--- config.mk ---
export PLATFORM = sky130hd
export DESIGN_NAME = der_ecdsa_signature_parser_top_flat
export DESIGN_NICKNAME = d
export VERILOG_FILES = /design/src/design/dsig_pkg.sv /design/src/design/dsig_byte_if.sv /design/src/design/dsig_word_if.sv /design/src/design/der_ecdsa_signature_parser_top.sv /design/src/design/dsig_parse.sv /design/src/design/dsig_emit.sv /design/src/flat_wrapper.sv
export VERILOG_INCLUDE_DIRS = /design/src /design/src/design
export SDC_FILE = /design/constraint.sdc
export NUM_CORES = 2
export LEC_CHECK = 0
export BUFFER_PORTS_ARGS = -buffer_cell sky130_fd_sc_hd__buf_4
export CORE_ASPECT_RATIO = 0.9
export CORE_UTILIZATION = 25
export DETAILED_ROUTE_END_ITERATION = 8
export PLACE_DENSITY_LB_ADDON = 0.25
export RECOVER_POWER = 50
export SYNTH_ARGS = -nofsm -noshare
export SYNTH_HDL_FRONTEND = slang
export SYNTH_SLANG_ARGS = --single-unit
--- constraint.sdc ---
create_clock -name clk -period 60.6 [get_ports clk]
set_clock_uncertainty 0.1 [all_clocks]
set_input_delay 3.03 -clock clk [delete_from_list [all_inputs] [get_ports clk]]
set_output_delay 3.03 -clock clk [all_outputs]
set_load 0.02 [all_outputs]
--- src/design/assert_macros.svh ---
// Assertion macros for the signature parser modules; dsig_emit is the one that uses them.
// Depends on nothing; included by the files that check their own logic.
`ifndef ASSERT_MACROS_SVH
`define ASSERT_MACROS_SVH

// Plain clocked property, disabled while reset is asserted.
`define DSIG_ASSERT(lbl, clk, rst_n, prop, msg) \
	lbl: assert property (@(posedge clk) disable iff (!rst_n) prop) \
		else $error(msg);

// Antecedent in this cycle implies the consequent in the next cycle.
`define DSIG_ASSERT_NEXT(lbl, clk, rst_n, ante, cons, msg) \
	lbl: assert property (@(posedge clk) disable iff (!rst_n) (ante) |=> (cons)) \
		else $error(msg);

`endif

--- src/design/dsig_pkg.sv ---
// Types and constants for the DER signature parser.
// Depends on nothing; used by every module of the block.
package dsig_pkg;

	// Default sizes of the block.
	localparam int INT_BYTES_DEF     = 32;
	localparam int MAX_DER_BYTES_DEF = 72;
	localparam int MIN_DER_BYTES     = 70;

	// DER tag values.
	localparam logic [7:0] TAG_SEQUENCE = 8'h30;
	localparam logic [7:0] TAG_INTEGER  = 8'h02;
	localparam logic [7:0] PAD_ZERO     = 8'h00;
	localparam logic [7:0] PAD_ONES     = 8'hff;

	typedef logic [63:0] word_t;

	// Result status codes.
	typedef enum logic [2:0] {
		ST_OK        = 3'd0,
		ST_TOTAL_LEN = 3'd1,
		ST_SEQ_TAG   = 3'd2,
		ST_SEQ_LEN   = 3'd3,
		ST_INT_TAG   = 3'd4,
		ST_INT_LEN   = 3'd5,
		ST_PADDING   = 3'd6,
		ST_TRAILING  = 3'd7
	} status_t;

	// Parser phases; the S integer reuses the R phases shifted by five.
	typedef enum logic [3:0] {
		PH_SEQ_TAG   = 4'd0,
		PH_SEQ_LEN   = 4'd1,
		PH_INT_TAG   = 4'd2,
		PH_INT_LEN   = 4'd3,
		PH_FIRST     = 4'd4,
		PH_SECOND    = 4'd5,
		PH_REST      = 4'd6,
		PH_S_INT_TAG = 4'd7,
		PH_S_INT_LEN = 4'd8,
		PH_S_FIRST   = 4'd9,
		PH_S_SECOND  = 4'd10,
		PH_S_REST    = 4'd11,
		PH_DONE      = 4'd12,
		PH_FAIL      = 4'd13
	} phase_t;

	// Hand-off from the parser to the word emitter.
	typedef struct packed {
		logic    load;
		status_t status;
	} load_t;

endpackage

--- src/design/dsig_byte_if.sv ---
// Byte channel carrying the DER signature into the parser.
// Depends on nothing.
interface dsig_byte_if;
	logic       valid;
	logic       ready;
	logic [7:0] der_byte;
	logic       final_byte;

	modport source(output valid, der_byte, final_byte, input ready);
	modport sink(input valid, der_byte, final_byte, output ready);
endinterface

--- src/design/dsig_word_if.sv ---
// Word channel carrying decoded R and S words or an error item.
// Depends on nothing.
interface dsig_word_if;
	logic        valid;
	logic        ready;
	logic [63:0] sig_word;
	logic [2:0]  word_index;
	logic [2:0]  status;
	logic        run_end;

	modport source(output valid, sig_word, word_index, status, run_end, input ready);
	modport sink(input valid, sig_word, word_index, status, run_end, output ready);
endinterface

--- src/design/der_ecdsa_signature_parser_top.sv ---
// Top level of the DER ECDSA signature parser.
// Depends on dsig_pkg, dsig_byte_if, dsig_word_if, dsig_parse and dsig_emit.

// The block takes a DER encoded ECDSA signature one byte per beat on der, the
// last byte marked by final_byte, and sends on result either 2*ceil(INT_BYTES/8)
// big-endian words (R words first, high word first, then S) with status zero,
// or a single error item with a zero word and the failing status; run_end marks
// the last beat of each signature. Bytes are accepted at one per cycle except
// while a final byte waits: each byte is taken into the input register and is
// checked and stored by the parser from there. The result words follow one per
// cycle from the emitter buffer when result is ready, starting the cycle after
// the final byte is processed, while bytes of the next signature keep streaming
// in. The final byte of a signature waits in the input register only while the
// emitter still holds words of the previous one, so a signature shorter than
// the word count of its predecessor stalls; at the default size a valid
// signature of 70 to 72 bytes stalls only while result is not ready.
module der_ecdsa_signature_parser_top #(
	parameter int INT_BYTES     = dsig_pkg::INT_BYTES_DEF,
	parameter int MAX_DER_BYTES = dsig_pkg::MAX_DER_BYTES_DEF
) (
	input  logic        clk,
	input  logic        arst_n,
	dsig_byte_if.sink   der,
	dsig_word_if.source result
);
	import dsig_pkg::*;

	localparam int NWORDS = 2 * ((INT_BYTES + 7) / 8);

	load_t load;
	word_t words [NWORDS];
	logic  can_load;

	dsig_parse #(
		.INT_BYTES     (INT_BYTES),
		.MAX_DER_BYTES (MAX_DER_BYTES)
	) u_parse (
		.clk      (clk),
		.arst_n   (arst_n),
		.der      (der),
		.can_load (can_load),
		.load     (load),
		.words    (words)
	);

	dsig_emit #(
		.INT_BYTES (INT_BYTES)
	) u_emit (
		.clk      (clk),
		.arst_n   (arst_n),
		.load     (load),
		.words    (words),
		.can_load (can_load),
		.result   (result)
	);

endmodule

--- src/design/dsig_parse.sv ---
// Byte parser: input register, DER structure checks and R/S byte store.
// Depends on dsig_pkg and dsig_byte_if; feeds dsig_emit.
module dsig_parse #(
	parameter int INT_BYTES     = dsig_pkg::INT_BYTES_DEF,
	parameter int MAX_DER_BYTES = dsig_pkg::MAX_DER_BYTES_DEF
) (
	input  logic                  clk,
	input  logic                  arst_n,
	dsig_byte_if.sink             der,
	input  logic                  can_load,
	output dsig_pkg::load_t       load,
	output dsig_pkg::word_t       words [2*((INT_BYTES+7)/8)]
);
	import dsig_pkg::*;

	localparam int WPI   = (INT_BYTES + 7) / 8;
	localparam int IDX_W = $clog2(INT_BYTES);
	localparam logic [7:0] IB8     = 8'(INT_BYTES);
	localparam logic [6:0] MIN_BC  = 7'(MIN_DER_BYTES);
	localparam logic [6:0] MAX_BC  = 7'(MAX_DER_BYTES);
	localparam logic [6:0] BC_SAT  = 7'd127;

	// Input register.
	logic       valid_s1;
	logic [7:0] der_s1;
	logic       final_s1;
	logic       adv;

	// Parser state.
	phase_t     phase_q, phase_d;
	status_t    err_q, err_d;
	logic [6:0] bc_q, bc_inc;
	logic [7:0] elem_q, elem_d;
	logic [6:0] seq_len_q, seq_len_d;
	logic [7:0] first_q, first_d;
	logic [1:0] ovf_q, ovf_d;
	logic [7:0] r_q [INT_BYTES];
	logic [7:0] s_q [INT_BYTES];
	logic [7:0] r_d [INT_BYTES];
	logic [7:0] s_d [INT_BYTES];

	// Decode helpers.
	logic              which;
	logic [7:0]        b;
	logic [7:0]        rem_dec;
	logic              body_end;
	logic signed [9:0] room;
	logic              len_bad;
	logic              pad_bad;
	logic              body;
	logic              wr;
	logic [7:0]        pos_full;
	logic [IDX_W-1:0]  idx;
	phase_t            after_ph;
	status_t           fin_status;
	word_t             words_r [WPI];
	word_t             words_s [WPI];

	// A beat moves on when it is not the last one or the emitter can take a result.
	assign adv       = valid_s1 && (!final_s1 || can_load);
	assign der.ready = !valid_s1 || adv;

	always_ff @(posedge clk or negedge arst_n) begin
		if (!arst_n) begin
			valid_s1 <= 1'b0;
		end else if (der.valid && der.ready) begin
			valid_s1 <= 1'b1;
		end else if (adv) begin
			valid_s1 <= 1'b0;
		end
	end

	always_ff @(posedge clk) begin
		if (der.valid && der.ready) begin
			der_s1   <= der.der_byte;
			final_s1 <= der.final_byte;
		end
	end

	// Shared conditions for the current byte.
	assign b        = der_s1;
	assign which    = (phase_q >= PH_S_INT_TAG) && (phase_q <= PH_S_REST);
	assign rem_dec  = elem_q - 8'd1;
	assign body_end = (rem_dec == 8'd0);
	assign room     = $signed({3'b000, seq_len_q}) - $signed({3'b000, bc_q}) + 10'sd1;
	assign len_bad  = b[7] || (b == 8'd0) || ($signed({2'b00, b}) > room);
	assign pad_bad  = ((first_q == PAD_ZERO) && !b[7]) || ((first_q == PAD_ONES) && b[7]);
	assign after_ph = which ? PH_DONE : PH_S_INT_TAG;
	assign bc_inc   = (bc_q == BC_SAT) ? BC_SAT : bc_q + 7'd1;

	// Next phase and first error.
	always_comb begin
		phase_d = phase_q;
		err_d   = err_q;
		unique case (phase_q) inside
			PH_SEQ_TAG: begin
				if (b != TAG_SEQUENCE) begin
					phase_d = PH_FAIL;
					err_d   = ST_SEQ_TAG;
				end else begin
					phase_d = PH_SEQ_LEN;
				end
			end
			PH_SEQ_LEN: begin
				if (b[7] || (b == 8'd0)) begin
					phase_d = PH_FAIL;
					err_d   = ST_SEQ_LEN;
				end else begin
					phase_d = PH_INT_TAG;
				end
			end
			PH_INT_TAG, PH_S_INT_TAG: begin
				if (b != TAG_INTEGER) begin
					phase_d = PH_FAIL;
					err_d   = ST_INT_TAG;
				end else begin
					phase_d = which ? PH_S_INT_LEN : PH_INT_LEN;
				end
			end
			PH_INT_LEN, PH_S_INT_LEN: begin
				if (len_bad) begin
					phase_d = PH_FAIL;
					err_d   = ST_INT_LEN;
				end else begin
					phase_d = which ? PH_S_FIRST : PH_FIRST;
				end
			end
			PH_FIRST, PH_S_FIRST: begin
				phase_d = body_end ? after_ph : (which ? PH_S_SECOND : PH_SECOND);
			end
			PH_SECOND, PH_S_SECOND: begin
				if (pad_bad) begin
					phase_d = PH_FAIL;
					err_d   = ST_PADDING;
				end else begin
					phase_d = body_end ? after_ph : (which ? PH_S_REST : PH_REST);
				end
			end
			PH_REST, PH_S_REST: begin
				if (body_end) begin
					phase_d = after_ph;
				end
			end
			PH_DONE: begin
				phase_d = PH_FAIL;
				err_d   = ST_TRAILING;
			end
			default: begin
			end
		endcase
	end

	// Length, first byte and overflow bookkeeping.
	always_comb begin
		seq_len_d = seq_len_q;
		elem_d    = elem_q;
		first_d   = first_q;
		ovf_d     = ovf_q;
		body      = 1'b0;
		case (phase_q) inside
			PH_SEQ_LEN: seq_len_d = b[6:0];
			PH_INT_LEN, PH_S_INT_LEN: begin
				if (!len_bad) begin
					elem_d = b;
				end
			end
			PH_FIRST, PH_S_FIRST: begin
				first_d = b;
				body    = 1'b1;
				if (b[7]) begin
					ovf_d[which] = 1'b1;
				end
			end
			PH_SECOND, PH_S_SECOND: body = !pad_bad;
			PH_REST, PH_S_REST: body = 1'b1;
			default: begin
			end
		endcase
		if (body) begin
			elem_d = rem_dec;
			if ((b != 8'd0) && (elem_q > IB8)) begin
				ovf_d[which] = 1'b1;
			end
		end
	end

	// Content bytes land right-aligned; bytes beyond the store are dropped.
	assign wr       = body && (elem_q >= 8'd1) && (elem_q <= IB8);
	assign pos_full = IB8 - elem_q;
	assign idx      = pos_full[IDX_W-1:0];

	always_comb begin
		r_d = r_q;
		s_d = s_q;
		for (int i = 0; i < INT_BYTES; i++) begin
			if (wr && (idx == IDX_W'(i))) begin
				if (which) begin
					s_d[i] = b;
				end else begin
					r_d[i] = b;
				end
			end
		end
	end

	// Status of a signature that ends with this byte.
	always_comb begin
		if ((bc_inc < MIN_BC) || (bc_inc > MAX_BC)) begin
			fin_status = ST_TOTAL_LEN;
		end else if ((err_d == ST_SEQ_TAG) || (err_d == ST_SEQ_LEN)) begin
			fin_status = err_d;
		end else if (({1'b0, seq_len_d} + 8'd2) != {1'b0, bc_inc}) begin
			fin_status = ST_SEQ_LEN;
		end else if (err_d != ST_OK) begin
			fin_status = err_d;
		end else if (phase_d == PH_DONE) begin
			fin_status = ST_OK;
		end else if (phase_d == PH_SEQ_TAG) begin
			fin_status = ST_SEQ_TAG;
		end else if (phase_d == PH_SEQ_LEN) begin
			fin_status = ST_SEQ_LEN;
		end else if ((phase_d == PH_INT_TAG) || (phase_d == PH_S_INT_TAG)) begin
			fin_status = ST_INT_TAG;
		end else begin
			fin_status = ST_INT_LEN;
		end
	end

	// Pack the updated stores into big-endian words; zero past the integer or on overflow.
	for (genvar w = 0; w < WPI; w++) begin : g_word
		for (genvar k = 0; k < 8; k++) begin : g_byte
			if (w * 8 + k < INT_BYTES) begin : g_in
				assign words_r[w][63-8*k -: 8] = r_d[w*8+k];
				assign words_s[w][63-8*k -: 8] = s_d[w*8+k];
			end else begin : g_pad
				assign words_r[w][63-8*k -: 8] = 8'h00;
				assign words_s[w][63-8*k -: 8] = 8'h00;
			end
		end
		assign words[w]       = ovf_d[0] ? '0 : words_r[w];
		assign words[WPI + w] = ovf_d[1] ? '0 : words_s[w];
	end

	assign load.load   = adv && final_s1;
	assign load.status = fin_status;

	// State update; the final byte returns everything to its reset values.
	always_ff @(posedge clk or negedge arst_n) begin
		if (!arst_n) begin
			phase_q   <= PH_SEQ_TAG;
			err_q     <= ST_OK;
			bc_q      <= '0;
			elem_q    <= '0;
			seq_len_q <= '0;
			first_q   <= '0;
			ovf_q     <= '0;
			for (int i = 0; i < INT_BYTES; i++) begin
				r_q[i] <= '0;
				s_q[i] <= '0;
			end
		end else if (adv) begin
			if (final_s1) begin
				phase_q   <= PH_SEQ_TAG;
				err_q     <= ST_OK;
				bc_q      <= '0;
				elem_q    <= '0;
				seq_len_q <= '0;
				first_q   <= '0;
				ovf_q     <= '0;
				for (int i = 0; i < INT_BYTES; i++) begin
					r_q[i] <= '0;
					s_q[i] <= '0;
				end
			end else begin
				phase_q   <= phase_d;
				err_q     <= err_d;
				bc_q      <= bc_inc;
				elem_q    <= elem_d;
				seq_len_q <= seq_len_d;
				first_q   <= first_d;
				ovf_q     <= ovf_d;
				r_q       <= r_d;
				s_q       <= s_d;
			end
		end
	end

endmodule

--- src/design/dsig_emit.sv ---
// Result emitter: holds one decoded signature and sends it word by word.
// Depends on dsig_pkg, dsig_word_if and assert_macros.svh.
`include "assert_macros.svh"

module dsig_emit #(
	parameter int INT_BYTES = dsig_pkg::INT_BYTES_DEF
) (
	input  logic             clk,
	input  logic             arst_n,
	input  dsig_pkg::load_t  load,
	input  dsig_pkg::word_t  words [2*((INT_BYTES+7)/8)],
	output logic             can_load,
	dsig_word_if.source      result
);
	import dsig_pkg::*;

	localparam int NWORDS = 2 * ((INT_BYTES + 7) / 8);
	localparam int CNT_W  = $clog2(NWORDS);
	localparam logic [CNT_W-1:0] LAST_W = CNT_W'(NWORDS - 1);

	logic             busy_q;
	logic             err_q;
	logic [CNT_W-1:0] w_q;
	status_t          status_q;
	word_t            words_q [NWORDS];
	logic             fire;
	logic             last;

	assign fire     = result.valid && result.ready;
	assign last     = err_q || (w_q == LAST_W);
	assign can_load = !busy_q || (fire && last);

	// Output beat; an error item carries a zero word at index zero.
	assign result.valid      = busy_q;
	assign result.sig_word   = err_q ? '0 : words_q[0];
	assign result.word_index = err_q ? 3'd0 : 3'(w_q);
	assign result.status     = status_q;
	assign result.run_end    = last;

	// Sequencing of the result beats.
	always_ff @(posedge clk or negedge arst_n) begin
		if (!arst_n) begin
			busy_q <= 1'b0;
			err_q  <= 1'b0;
			w_q    <= '0;
		end else if (load.load) begin
			busy_q <= 1'b1;
			err_q  <= (load.status != ST_OK);
			w_q    <= '0;
		end else if (fire) begin
			if (last) begin
				busy_q <= 1'b0;
			end else begin
				w_q <= w_q + 1'b1;
			end
		end
	end

	// Word buffer shifts toward the head as beats leave.
	always_ff @(posedge clk) begin
		if (load.load) begin
			words_q  <= words;
			status_q <= load.status;
		end else if (fire && !last) begin
			for (int i = 0; i < NWORDS - 1; i++) begin
				words_q[i] <= words_q[i+1];
			end
		end
	end

	`DSIG_ASSERT(a_load_when_free, clk, arst_n, load.load |-> can_load, "result loaded while busy")
	`DSIG_ASSERT(a_error_single, clk, arst_n, (busy_q && err_q) |-> result.run_end, "error item not last")
	`DSIG_ASSERT_NEXT(a_index_steps, clk, arst_n, fire && !last && !load.load, w_q == $past(w_q) + 1'b1, "word index skipped")
	`DSIG_ASSERT_NEXT(a_idle_after_end, clk, arst_n, fire && last && !load.load, !busy_q, "beat after run end")

endmodule

--- src/flat_wrapper.sv ---
// flat-port wrapper written by rule: the top's interface ports become plain ports
module der_ecdsa_signature_parser_top_flat import dsig_pkg::*;
#(
	parameter int INT_BYTES     = dsig_pkg::INT_BYTES_DEF,
	parameter int MAX_DER_BYTES = dsig_pkg::MAX_DER_BYTES_DEF
)
  (clk, arst_n, der_valid, der_der_byte, der_final_byte, der_ready, result_valid, result_sig_word, result_word_index, result_status, result_run_end, result_ready);
  dsig_byte_if der_i ();
  dsig_word_if result_i ();
  input  logic clk;
  input  logic arst_n;
  input wire logic [$bits(der_i.valid)-1:0] der_valid;
  input wire logic [$bits(der_i.der_byte)-1:0] der_der_byte;
  input wire logic [$bits(der_i.final_byte)-1:0] der_final_byte;
  output wire logic [$bits(der_i.ready)-1:0] der_ready;
  output wire logic [$bits(result_i.valid)-1:0] result_valid;
  output wire logic [$bits(result_i.sig_word)-1:0] result_sig_word;
  output wire logic [$bits(result_i.word_index)-1:0] result_word_index;
  output wire logic [$bits(result_i.status)-1:0] result_status;
  output wire logic [$bits(result_i.run_end)-1:0] result_run_end;
  input wire logic [$bits(result_i.ready)-1:0] result_ready;
  assign der_i.valid = der_valid;
  assign der_i.der_byte = der_der_byte;
  assign der_i.final_byte = der_final_byte;
  assign der_ready = der_i.ready;
  assign result_valid = result_i.valid;
  assign result_sig_word = result_i.sig_word;
  assign result_word_index = result_i.word_index;
  assign result_status = result_i.status;
  assign result_run_end = result_i.run_end;
  assign result_i.ready = result_ready;
  der_ecdsa_signature_parser_top #(.INT_BYTES(INT_BYTES), .MAX_DER_BYTES(MAX_DER_BYTES)) u_core (.clk(clk), .arst_n(arst_n), .der(der_i), .result(result_i));
endmodule
==> results_tabular.tex <==
\begin{tabular}{lr}
\hline
Metric & Value \\
\hline
\multicolumn{2}{l}{\textbf{Logic synthesis}} \\
Distinct cell type count after synthesis & 77 \\
EDFF count, synth & 524 \\
Proportion of synthesized chip area in sequential cells & 0.5549 \\
Syn\_nets & 5370 \\
Number of synthesized register bits & 1081 \\
Ranking of synthesized cells by instance count & sky130\_fd\_sc\_hd\_\_nand2\_1 (1079), sky130\_fd\_sc\_hd\_\_o21ai\_0 (904), sky130\_fd\_sc\_hd\_\_dfrtp\_1 (557) \\
Syn. warnings & 0 \\
Ys async rst share & 0.5153 \\
Area of the mapped netlist & 53480 sq um \\
Per-instance average area after synthesis & 10.04 sq um \\
Post-synth top area cell & sky130\_fd\_sc\_hd\_\_edfxtp\_1 \\
Post-synth top flop & sky130\_fd\_sc\_hd\_\_dfrtp\_1 \\
Most used standard cell by instance count after synthesis & sky130\_fd\_sc\_hd\_\_nand2\_1 \\
Gate count of the mapped netlist & 5328 \\
Area share of the largest cell type after synthesis & 0.2942 \\
Cells taking the most area after synthesis & sky130\_fd\_sc\_hd\_\_edfxtp\_1 (29\%), sky130\_fd\_sc\_hd\_\_dfrtp\_1 (26\%), sky130\_fd\_sc\_hd\_\_o21ai\_0 (8.5\%) \\
\multicolumn{2}{l}{\textbf{GRT}} \\
Met3 global-route usage & 0.02134 \\
Via count of the first global-routing pass & 38.21k \\
Largest net degree at the start of global routing & 159 \\
Busiest layer in global routing & met1 \\
GRT Overall Usage & 0.1471 \\
GR Layer Usage met1 & 0.2242 \\
Number of antenna violations at the first check in global routing & 3 \\
Met2 usage & 0.2136 \\
Residual overflow from global routing & 0 \\
Global-route wire length before repair & 247700 um \\
\multicolumn{2}{l}{\textbf{STA}} \\
Clock period minus worst slack & 12.44 ns \\
Number of endpoints failing setup at the final stage & 0 \\
Final cycle utilization of the critical path & 0.2052 \\
Fmax achieved & 80.42 MHz \\
Worst Slack Setup Final & 48.16 ns \\
Headroom to the max-slew limit & -3.274 \\
Setup repair after global routing missed its margin & no \\
Slew at the pin closest to its max-slew limit & 6.410 ns \\
Total negative slack for setup checks & 0 ns \\
Hold violation count in the final report & 0 \\
Final count of pins violating max slew & 1336 \\
\multicolumn{2}{l}{\textbf{Routing}} \\
Total vias in the final route & 40.32k \\
Antenna violation net count after detailed routing & 0 \\
Total DRC errors in the routed layout & 0 \\
Detailed-routing iteration count for the pre-antenna-repair pass & 6 \\
Wirelength per Cell & 20.01 um \\
Final wirelength & 161500 um \\
Iter 0 DRT Violations & 3494 \\
Ratio of routed vias to standard cells & 4.996 \\
\multicolumn{2}{l}{\textbf{Die}} \\
Height of the chip & 440.8 um \\
Die area & 215800 sq um \\
Ports & 86 \\
Area of the core & 211800 sq um \\
Initial core utilization & 0.2525 \\
Die width & 489.5 um \\
Floorplan row count & 160 \\
\multicolumn{2}{l}{\textbf{Setup path}} \\
Slowest library cell on the worst path & sky130\_fd\_sc\_hd\_\_clkbuf\_1 \\
Type of element capturing the critical path & flip-flop \\
Endpoint required time on the critical path & 60.85 ns \\
Startpoint-to-endpoint class of the critical path & reg -> reg \\
Arrival time at the worst endpoint & 12.69 ns \\
CP top delay family & buffers and inverters \\
Critical Path Fanout Max & 74 \\
Worst stage delay on the critical path & 2.35 ns \\
Crit path buffers/inverters & 6 \\
Register-to-Register Setup Slack & 48.16 ns \\
Ordered list of cells on the worst path & clkbuf\_1, or2\_2, nand2\_1, nand3\_1, and2\_0, clkbuf\_1, nand2\_1, o21ai\_4, clkbuf\_1, buf\_4, buf\_4, buf\_4 \\
Worst Setup Start Kind & flip-flop \\
\multicolumn{2}{l}{\textbf{Place}} \\
Pre-CTS worst setup slack & 52.17 ns \\
Final weighted congestion of routability-driven global placement & 0.7806 \\
Total of buffers placed on input and output ports & 85 \\
Placed wire-length estimate & 87530 um \\
\multicolumn{2}{l}{\textbf{Clocking}} \\
Setup bufs post-CTS & 0 \\
Clock root buffer & sky130\_fd\_sc\_hd\_\_clkbuf\_16 \\
Clock tree buffer depth & 3 \\
CTS tree & done \\
Register clock-pin slew on the reported worst setup and hold paths & 0.06 ns \\
Count of H-tree levels built during CTS & 4 \\
Number of clock sinks & 1081 \\
Worst-skew pair later-pin latency & 0.75 ns \\
Total clock buffers created by CTS & 130 \\
CTS-repair resized insts & 0 \\
CTS hold repair buffers & 0 \\
\multicolumn{2}{l}{\textbf{Outcome}} \\
Outcome & finished, violations left \\
Violated checks & max-capacitance violations, max-slew violations \\
\multicolumn{2}{l}{\textbf{Job}} \\
Maximum capacitance violations & 23 \\
\multicolumn{2}{l}{\textbf{Layout}} \\
Ant diodes & 0 \\
Proportion of layout cells with a drive suffix above 1 & 0.05939 \\
Reg area & 29670 sq um \\
Layout filler cell count & 22.18k \\
Multi-input gate area in the final layout & 21500 sq um \\
Final net count & 5174 \\
Area growth, synth to finish & 12.09\% \\
\multicolumn{2}{l}{\textbf{Pwr}} \\
IR Drop Worst-Case VDD & 21.36 uV \\
Final Total Pwr & 2.211 mW \\
PwrDens & 36.89 nW/um\^{}2 \\
Leakage Power & 24.28 nW \\
\multicolumn{2}{l}{\textbf{Hold path}} \\
Worst Hold Class & reg -> reg \\
\hline
\end{tabular}
## state kept, by name (all words and copies together), names as in the netlist, 2 cells and up
name	flops
u_core.u_parse.ovf_q	2
u_core.u_parse.phase_q	4
u_core.u_parse.seq_len_q	7
u_core.u_parse.elem_q	8
u_core.u_parse.b	8
u_core.u_emit.w_q	3
u_core.u_parse.bc_q	7
u_core.u_parse.s_q	256
u_core.u_emit.words_q	512
u_core.u_parse.r_q	256
u_core.u_parse.first_q	8
u_core.u_emit.result.status	3
u_core.u_parse.err_q	3
## worst paths after layout
check / depth (start not counted) / startpoint / endpoint
max in group asynchronous: 4 / arst_n / u_core.u_parse.s_q[87]
worst min-delay path: 2 / u_core.u_parse.s_q[250] / u_core.u_parse.s_q[250]
worst min register to register: 2 / u_core.u_parse.s_q[250] / u_core.u_parse.s_q[250]
worst max-delay path: 12 / u_core.u_emit.err_q / u_core.u_emit.words_q[135]
min in group asynchronous: 1 / arst_n / u_core.u_parse.r_q[238]
worst max register to register: 12 / u_core.u_emit.err_q / u_core.u_emit.words_q[135]
## routing by layer
layer  wire length [um]  part of all wire
met5                  0                 0
met4               3197             0.020
met3               8426             0.052
met2              68810              0.43
met1              81070              0.50
## layout make-up
type,count,area share
clock buffer,206,0.06469
clock inverter,31,0.004091
sequential,1081,0.4951
multi-input combinational,3716,0.3588
inverter,30,0.001941
tap,2835,0.05918
timing repair buffer,173,0.01626
## metrics by stage
stage                     area, sq um    util  hold WS [ns]  std cells
final                           59940  0.2830        0.3724       8072
after global routing            59940  0.2830        0.3925       8072
after CTS                       60560  0.2859        0.3746       8072
after detailed placement        56440  0.2665        0.3624       7835
after global placement          56440  0.2665        0.3551       7835
after floorplan                 53480       -        0.3418       5328
## power breakdown
part | switching (mW) | leakage [nW] | total, mW | internal [mW]
logic | 0.330 | 9.57 | 0.497 | 0.167
registers | 0.0705 | 12.7 | 0.951 | 0.880
clock network | 0.312 | 2.02 | 0.763 | 0.451
total | 0.713 | 24.3 | 2.21 | 1.50
## cells by family (layout without fill, tap and decap cells)
kind of cell / after synthesis / count (layout) / share of synthesized area
buffers and inverters: 531 / 440 / 0.03924
AO/OA/AOI/OAI: 1727 / 1727 / 0.1957
flip-flops: 1081 / 1081 / 0.5549
adder cells (fa/ha/maj): 29 / 29 / 0.006926
XOR/XNOR: 26 / 26 / 0.004258
AND/OR/NAND/NOR: 1541 / 1541 / 0.1254
multiplexers: 393 / 393 / 0.07358
## cells in the final DEF (no fill, tap or decap), types with 8 or more instances in the layout
| cell | Yosys | layout |
|---|---|---|
| sky130_fd_sc_hd__and2_1 | 17 | 14 |
| sky130_fd_sc_hd__and3_1 | 17 | 17 |
| sky130_fd_sc_hd__nor3_1 | 14 | 14 |
| sky130_fd_sc_hd__a22oi_1 | 436 | 436 |
| sky130_fd_sc_hd__a22o_1 | 70 | 70 |
| sky130_fd_sc_hd__a31oi_1 | 10 | 10 |
| sky130_fd_sc_hd__a21o_1 | 10 | 10 |
| sky130_fd_sc_hd__xnor2_1 | 19 | 19 |
| sky130_fd_sc_hd__inv_1 | 30 | 27 |
| sky130_fd_sc_hd__nor2_1 | 124 | 173 |
| sky130_fd_sc_hd__o22ai_1 | 9 | 9 |
| sky130_fd_sc_hd__a21oi_1 | 163 | 163 |
| sky130_fd_sc_hd__nand2_1 | 1079 | 1077 |
| sky130_fd_sc_hd__nand2b_1 | 13 | 13 |
| sky130_fd_sc_hd__a21boi_0 | 9 | 9 |
| sky130_fd_sc_hd__ha_1 | 28 | 25 |
| sky130_fd_sc_hd__nor2b_1 | 78 | 78 |
| sky130_fd_sc_hd__clkbuf_1 | 381 | 143 |
| sky130_fd_sc_hd__nor2_2 | 43 | 11 |
| sky130_fd_sc_hd__clkbuf_4 | 0 | 9 |
| sky130_fd_sc_hd__o21ai_0 | 904 | 920 |
| sky130_fd_sc_hd__clkbuf_8 | 0 | 19 |
| sky130_fd_sc_hd__clkinv_1 | 0 | 9 |
| sky130_fd_sc_hd__clkinv_2 | 0 | 16 |
| sky130_fd_sc_hd__buf_4 | 0 | 69 |
| sky130_fd_sc_hd__nand3_1 | 81 | 82 |
| sky130_fd_sc_hd__o21ai_1 | 45 | 28 |
| sky130_fd_sc_hd__o21a_1 | 9 | 8 |
| sky130_fd_sc_hd__dfrtp_1 | 557 | 556 |
| sky130_fd_sc_hd__nand3_2 | 9 | 8 |
| sky130_fd_sc_hd__mux2i_1 | 392 | 392 |
| sky130_fd_sc_hd__edfxtp_1 | 524 | 524 |
| sky130_fd_sc_hd__clkbuf_16 | 0 | 137 |
## worst reg2reg max path: stages (launching register included)
cell and delay, ns:
sky130_fd_sc_hd__dfrtp_2 0.35, sky130_fd_sc_hd__clkbuf_1 2.10, sky130_fd_sc_hd__or2_2 0.51, sky130_fd_sc_hd__nand2_1 0.12, sky130_fd_sc_hd__nand3_1 0.11, sky130_fd_sc_hd__and2_0 0.13, sky130_fd_sc_hd__clkbuf_1 1.34, sky130_fd_sc_hd__nand2_1 1.77
sky130_fd_sc_hd__o21ai_4 0.33, sky130_fd_sc_hd__clkbuf_1 2.35, sky130_fd_sc_hd__buf_4 1.08, sky130_fd_sc_hd__buf_4 0.81, sky130_fd_sc_hd__buf_4 0.91
(Power assumes the default switching activity.)
